[config.mk]
export PLATFORM = sky130hd
export DESIGN_NAME = xxh_ctrl
export DESIGN_NICKNAME = d
export VERILOG_FILES = /design/src/rtl/core/xxh_pkg.sv /design/src/rtl/core/xxh_ctrl.sv
export SDC_FILE = /design/constraint.sdc
export NUM_CORES = 1
export LEC_CHECK = 0
export CAP_MARGIN = 0
export CORE_AREA = 3 3 47 49
export CTS_CLUSTER_SIZE = 25
export DETAILED_ROUTE_END_ITERATION = 8
export DIE_AREA = 0 0 50 52
export DONT_BUFFER_PORTS = 1
export PLACE_DENSITY = 0.83
export SETUP_SLACK_MARGIN = 0.5
export SYNTH_ARGS = -nofsm -noshare
export SYNTH_HDL_FRONTEND = slang
export SYNTH_SLANG_ARGS = --single-unit
[constraint.sdc]
create_clock -name clk -period 5 [get_ports clk]
set_input_delay 0.75 -clock clk [delete_from_list [all_inputs] [get_ports clk]]
set_output_delay 0.75 -clock clk [all_outputs]
set_load 0.03 [all_outputs]
[src/rtl/core/xxh_pkg.sv]
`default_nettype none
package xxh_pkg;

  localparam logic [63:0] P1 = 64'h9E3779B185EBCA87;
  localparam logic [63:0] P2 = 64'hC2B2AE3D27D4EB4F;
  localparam logic [63:0] P3 = 64'h165667B19E3779F9;
  localparam logic [63:0] P4 = 64'h85EBCA77C2B2AE63;
  localparam logic [63:0] P5 = 64'h27D4EB2F165667C5;

  typedef enum logic [3:0] {
    ST_IDLE,
    ST_STRIPE,
    ST_CONV,
    ST_MERGE,
    ST_TAILW,
    ST_TAIL4,
    ST_TAILB,
    ST_AVAL,
    ST_OUT
  } state_t;

  // One datapath operation per step; multi-step ops iterate via phase.
  // Each multiply step runs through sub 0..2; registers update on sub 2.
  typedef enum logic [3:0] {
    OP_NONE,
    OP_LOAD,
    OP_STRIPE,
    OP_CONV,
    OP_MERGE,
    OP_TAILW,
    OP_TAIL4,
    OP_TAILB,
    OP_AVAL
  } op_t;

  typedef struct packed {
    op_t        op;
    logic [2:0] phase;
    logic [1:0] idx;
    logic [1:0] sub;
  } cmd_t;

  typedef struct packed {
    logic       last;
    logic       full_last;
    logic       do_stripe;
    logic       striped;
    logic [1:0] nbuf;
    logic [3:0] rem;
  } stat_t;

endpackage
`default_nettype wire

[src/rtl/core/xxh_ctrl.sv]
`default_nettype none
module xxh_ctrl (
  input  wire logic          clk,
  input  wire logic          rst,
  input  wire logic          in_valid,
  output logic               in_ready,
  output logic               out_valid,
  input  wire logic          out_ready,
  input  wire xxh_pkg::stat_t stat,
  output xxh_pkg::cmd_t      cmd
);

  xxh_pkg::state_t state, state_next;
  logic [2:0] phase, phase_next;
  logic [1:0] idx, idx_next;
  logic [1:0] sub, sub_next;

  always_ff @(posedge clk) begin
    if (rst) begin
      state <= xxh_pkg::ST_IDLE;
      phase <= 3'd0;
      idx   <= 2'd0;
      sub   <= 2'd0;
    end else begin
      state <= state_next;
      phase <= phase_next;
      idx   <= idx_next;
      sub   <= sub_next;
    end
  end

  // a multiply step holds phase/idx while sub runs 0..2
  always_comb begin
    state_next = state;
    phase_next = phase;
    idx_next   = idx;
    sub_next   = 2'd0;
    case (state)
      xxh_pkg::ST_IDLE: if (in_valid) begin
        state_next = xxh_pkg::ST_CONV;
        phase_next = 3'd0;
      end
      xxh_pkg::ST_CONV: begin
        phase_next = 3'd0;
        idx_next   = 2'd0;
        if (stat.do_stripe) state_next = xxh_pkg::ST_STRIPE;
        else if (!stat.last) state_next = xxh_pkg::ST_IDLE;
        else if (stat.striped) state_next = xxh_pkg::ST_MERGE;
        else state_next = xxh_pkg::ST_TAILW;
      end
      xxh_pkg::ST_STRIPE: begin
        if (sub != 2'd2) sub_next = sub + 2'd1;
        else if (phase == 3'd1) begin
          phase_next = 3'd0;
          idx_next   = idx + 2'd1;
          if (idx == 2'd3) state_next = stat.last ? xxh_pkg::ST_CONV : xxh_pkg::ST_IDLE;
        end else phase_next = 3'd1;
      end
      xxh_pkg::ST_MERGE: begin
        if (sub != 2'd2) sub_next = sub + 2'd1;
        else if (phase == 3'd2) begin
          phase_next = 3'd0;
          idx_next   = idx + 2'd1;
          if (idx == 2'd3) state_next = xxh_pkg::ST_TAILW;
        end else phase_next = phase + 3'd1;
      end
      xxh_pkg::ST_TAILW: begin
        if (idx >= stat.nbuf) begin
          state_next = xxh_pkg::ST_TAIL4;
          phase_next = 3'd0;
          idx_next   = 2'd0;
        end else if (sub != 2'd2) sub_next = sub + 2'd1;
        else if (phase == 3'd2) begin
          phase_next = 3'd0;
          idx_next   = idx + 2'd1;
        end else phase_next = phase + 3'd1;
      end
      xxh_pkg::ST_TAIL4: begin
        if (stat.rem < 4'd4) state_next = xxh_pkg::ST_TAILB;
        else if (sub != 2'd2) sub_next = sub + 2'd1;
        else if (phase == 3'd1) begin
          phase_next = 3'd0;
          state_next = xxh_pkg::ST_TAILB;
        end else phase_next = 3'd1;
      end
      xxh_pkg::ST_TAILB: begin
        if (stat.rem == 4'd0) begin
          state_next = xxh_pkg::ST_AVAL;
          phase_next = 3'd0;
        end else if (sub != 2'd2) sub_next = sub + 2'd1;
        else phase_next = (phase == 3'd1) ? 3'd0 : 3'd1;
      end
      xxh_pkg::ST_AVAL: begin
        if (sub != 2'd2) sub_next = sub + 2'd1;
        else if (phase == 3'd2) state_next = xxh_pkg::ST_OUT;
        else phase_next = phase + 3'd1;
      end
      xxh_pkg::ST_OUT: if (out_ready) state_next = xxh_pkg::ST_IDLE;
      default: state_next = xxh_pkg::ST_IDLE;
    endcase
  end

  always_comb begin
    in_ready  = (state == xxh_pkg::ST_IDLE);
    out_valid = (state == xxh_pkg::ST_OUT);
    cmd.phase = phase;
    cmd.idx   = idx;
    cmd.sub   = sub;
    case (state)
      xxh_pkg::ST_IDLE:   cmd.op = in_valid ? xxh_pkg::OP_LOAD : xxh_pkg::OP_NONE;
      xxh_pkg::ST_CONV:   cmd.op = xxh_pkg::OP_CONV;
      xxh_pkg::ST_STRIPE: cmd.op = xxh_pkg::OP_STRIPE;
      xxh_pkg::ST_MERGE:  cmd.op = xxh_pkg::OP_MERGE;
      xxh_pkg::ST_TAILW:  cmd.op = (idx >= stat.nbuf) ? xxh_pkg::OP_NONE : xxh_pkg::OP_TAILW;
      xxh_pkg::ST_TAIL4:  cmd.op = (stat.rem < 4'd4) ? xxh_pkg::OP_NONE : xxh_pkg::OP_TAIL4;
      xxh_pkg::ST_TAILB:  cmd.op = (stat.rem == 4'd0) ? xxh_pkg::OP_NONE : xxh_pkg::OP_TAILB;
      xxh_pkg::ST_AVAL:   cmd.op = xxh_pkg::OP_AVAL;
      default:            cmd.op = xxh_pkg::OP_NONE;
    endcase
  end

endmodule
`default_nettype wire

# Yosys cells after proc, flatten, opt, wreduce, memory -nomap -nowiden
# Index checks and enable logic that the tools add are counted.
[word_totals] regBits=11 output_inout_bits=13 wordCells=92
[classes] n_addsub=3 magnitude_cmp=2 eq_ne=28 muxes=47 reduce_logical=8
[op_table] op="2-to-1 mux 4 bit" n=15
[op_table] op="2-to-1 mux 3 bit" n=15
[op_table] op="one-hot mux 4 bit (9 select lines)" n=1
[op_table] op="one-hot mux 4 bit (8 select lines)" n=1
[op_table] op="!= test 2 bit, second input constant" n=14
[op_table] op="one-hot mux 3 bit (8 select lines)" n=1
[op_table] op="2-to-1 mux 2 bit" n=10
[op_table] op="== test 4 x 3 -> 1 bit, second input constant" n=4
[op_table] op="one-hot mux 2 bit (4 select lines)" n=2
[op_table] op="AND reduction 14 bit" n=1
[op_table] op="== test 4 x 2 -> 1 bit, second input constant" n=2
[op_table] op="logical NOT 4 bit" n=2
[op_table] op="nonzero test 8 bit" n=1
[op_table] op="!= test 3 bit, second input constant" n=2
[op_table] op="AND reduction 5 bit" n=1
[op_table] op="adder 2 x 1 -> 2 bit, second input constant" n=2
[op_table] op="== test 4 x 1 -> 1 bit, second input constant" n=1
[op_table] op="== test 4 bit, second input constant" n=1
[op_table] op="< comparator 4 x 3 -> 1 bit, second input constant" n=1
[op_table] op="nonzero test 4 bit" n=1
[op_table] op="adder 3 x 1 -> 3 bit, second input constant" n=1
[op_table] op="== test 3 x 1 -> 1 bit, second input constant" n=1
[op_table] op="== test 3 x 2 -> 1 bit, second input constant" n=1
[op_table] op="AND reduction 3 bit" n=1
[op_table] op="other kinds (5)" n=6

# Logic depth before layout (Yosys ltp)
[depth] ltp_word=5 depth_mapped=7 depth_no_buf=7

# Worst setup path before layout
# OpenSTA, ideal clock, no wires.
[synth_path] path_type="input -> output" from="input port stat[4] (netlist name)" to="output port cmd[7] (netlist name)" arrival_time_ns=2.146 t_required_ns=4.250 setup_slack_ns=2.104 path_stages=5 n_path_buf=0 cell_sequence="ha_1 -> nand2b_1 -> a211o_1 -> a211o_1 -> o21ai_0"
[synth_rtl] element="start: declaration" line_no="xxh_ctrl.sv:9" rtl="input wire xxh_pkg::stat_t stat,"
[synth_rtl] element="end: declaration" line_no="xxh_ctrl.sv:10" rtl="output xxh_pkg::cmd_t cmd"

==> reports/qor.txt <==
Multiplexer area fraction after synthesis -> 0.00908
Yosys reg bits -> 11
Max Cap Viol -> 0
H-tree lvl count -> 1
Status -> finished clean
Most common cell after layout, fill and taps aside -> a21oi_1
Final GP Congestion -> 0.936
Largest net degree at the start of global routing -> 26
Post-CTS setup buffers -> 0
Hold Crit Depth -> 1
Synth Net Count -> 175
Die W -> 50 um
PD cells -> 371 nW/um^2
Finished layout cell area -> 1130 um^2
Gr usage total -> 0.226
DRT Wirelength -> 2.78 mm
Placement Rows -> 16
Critical path type -> flip-flop to output pin
Worst-path clk slew -> 80 ps
Ys Warns -> 0
Initial DRC Count -> 64
Largest family of logic cells by synthesized area -> compound AO/OA/AOI/OAI gates
Die height -> 52 um
Setup WS pre-CTS -> 1990 ps
Post-route ant nets -> 0
Die Area -> 2600 um^2
Actual slew at the worst max-slew pin -> 960 ps
Root Buffer -> clkbuf_4
Most frequent cells in the layout -> 16 x a21oi_1, 13 x nand2_1, 12 x nor2_1
Placement Cell Area -> 1110 um^2
Synth Instances -> 155
F_max -> 310 MHz
HP Class -> input pin to flip-flop
Clk sink count -> 11
DRC errors left -> 0
CTS buffer count -> 3
Syn avg cell area -> 7.11 um^2
Post-route insts no fill -> 178
Setup ws final -> 1770 ps
Ports -> 27
Antenna Cells -> 0
Slew Limit Headroom -> 0.353
Area grow syn2layout -> 2.72%
Post-synth top flop -> dfxtp_1
Total grt overflow -> 0
Number of cells on the critical path -> 6
Post-synthesis sequential area ratio -> 0.200
Clock Latency Late Sink -> 260 ps
CP endpoint kind -> output pin
Yosys cell types -> 44
WP buf/inv -> 1
Final nets -> 172
Total placed cells including tap cells -> 174
Max Root-Sink Buffers -> 2
DR WL/cell -> 15.6 um
Initial Utilization -> 0.580
Post-Synth Adder-Cell Area -> 0.0681
Total power -> 420 uW
Fin crit share -> 0.646
Most frequent CP cell -> a211o_1
Critical Path Start Type -> flip-flop
Number of synthesized flops with an enable pin -> 0
Fin Setup TNS -> 0 ps
Final number of hold-violating endpoints -> 0
Clk_skew -> 3.99 ps
Simple-gate share of the synthesized area -> 0.323
Via density -> 6.76
Share of post-route cells with drive strength above 1 -> 0.0331
Post-CTS Hold Fix Bufs -> 0
CTS tree -> yes
Final HPWL DP -> 2.06 mm
IO buf count -> 0
Compound-Gate Fraction of Synth Area -> 0.335
CORE AREA -> 1900 um^2
CP Max Fanout -> 6
Async S/R FF share, synth -> 0
Max-slew violations -> 0
R2R setup slack -> 2470 ps
Synthesized cell area -> 1100 um^2
Final core utilization -> 0.595
Post-Synth XOR/XNOR Area -> 0
Number of global-route vias before repair -> 1075
Via count -> 1203
First-pass GRT wire length -> 4.75 mm
Tightest hold margin -> 551 ps
Minimum clock period -> 3230 ps
Post_cts resized -> 0
Initial antenna violation count -> 0
Worst VDD drop -> 0.000201 V
Top Family by Delay on Critical Path -> compound AO/OA/AOI/OAI gates
CP required -> 4250 ps
Critical path, cell by cell -> inv_1 > ha_1 > nand2b_1 > a211o_1 > a211o_1 > o21ai_0
DRT Pass-1 Iters -> 4
Fill count -> 169
Finish-stage setup viols -> 0
Static leakage -> 0.380 nW
CP max stage delay -> 550 ps
CP max stage cell -> dfxtp_1
Reg2Reg Depth -> 5
RSZ-0062 raised after global routing -> false
CP arrival -> 2480 ps
==> synthesized netlist by cell type, types with 3 or more instances <==
library cell	number	area, um^2
o21ai_0	7	35.0
nor3_1	5	25.0
a21oi_1	16	80.1
clkbuf_1	7	26.3
a211o_1	4	35.0
nand4_1	3	18.8
nor2b_1	5	31.3
o31ai_1	3	22.5
a32oi_1	3	26.3
a211oi_1	3	22.5
dfxtp_1	11	220
nand2b_1	8	50.1
nand2_1	13	48.8
inv_1	9	33.8
or3_1	3	18.8
ha_1	6	75.1
nor2_1	12	45.0
==> report_power, final <==
group / total (mW) / leakage [nW] / internal [mW] / switching, mW
Combinational: 0.214 / 0.276 / 0.0749 / 0.139
Clock: 0.0616 / 0.0150 / 0.0308 / 0.0308
Sequential: 0.144 / 0.0892 / 0.0973 / 0.0472
==> metal layers <==
layer | global-route usage | vias up | share of wire
li1 | - | 581 | -
met1 | 0.293 | 542 | 0.40
met2 | 0.363 | 76 | 0.48
met3 | 0.0630 | 4 | 0.11
met4 | 0.0645 | 0 | 0.0083
met5 | 0 | - | 0
==> cell families (layout without fill, tap and decap cells) <==
| family | after synthesis | in the layout |
|---|---|---|
| compound gates | 54 | 54 |
| fa+ha+maj | 6 | 6 |
| buf+inv | 18 | 14 |
| flops | 11 | 11 |
| mux | 1 | 1 |
| simple gates | 65 | 65 |
==> cell type report <==
type                            instances  area [um^2]  share of cell area
Multi-Input combinational cell        126          811               0.716
Sequential cell                        11          220               0.194
Inverter                                9         33.8              0.0298
Tap cell                               27         33.8              0.0298
Clock buffer                            4         26.3              0.0232
Timing Repair Buffer                    1         7.51             0.00663
==> sequential cells by signal, summed over array words and instances, names as in the netlist <==
register and count:
state 4, idx 2, phase 3, sub 2
==> final timing paths <==
path                              from       end
worst min-delay path               rst  state[0]
worst max register to register  sub[1]  phase[1]
worst max-delay path            idx[0]    cmd[9]
worst min register to register  sub[0]    sub[0]
(Power assumes the default switching activity.)
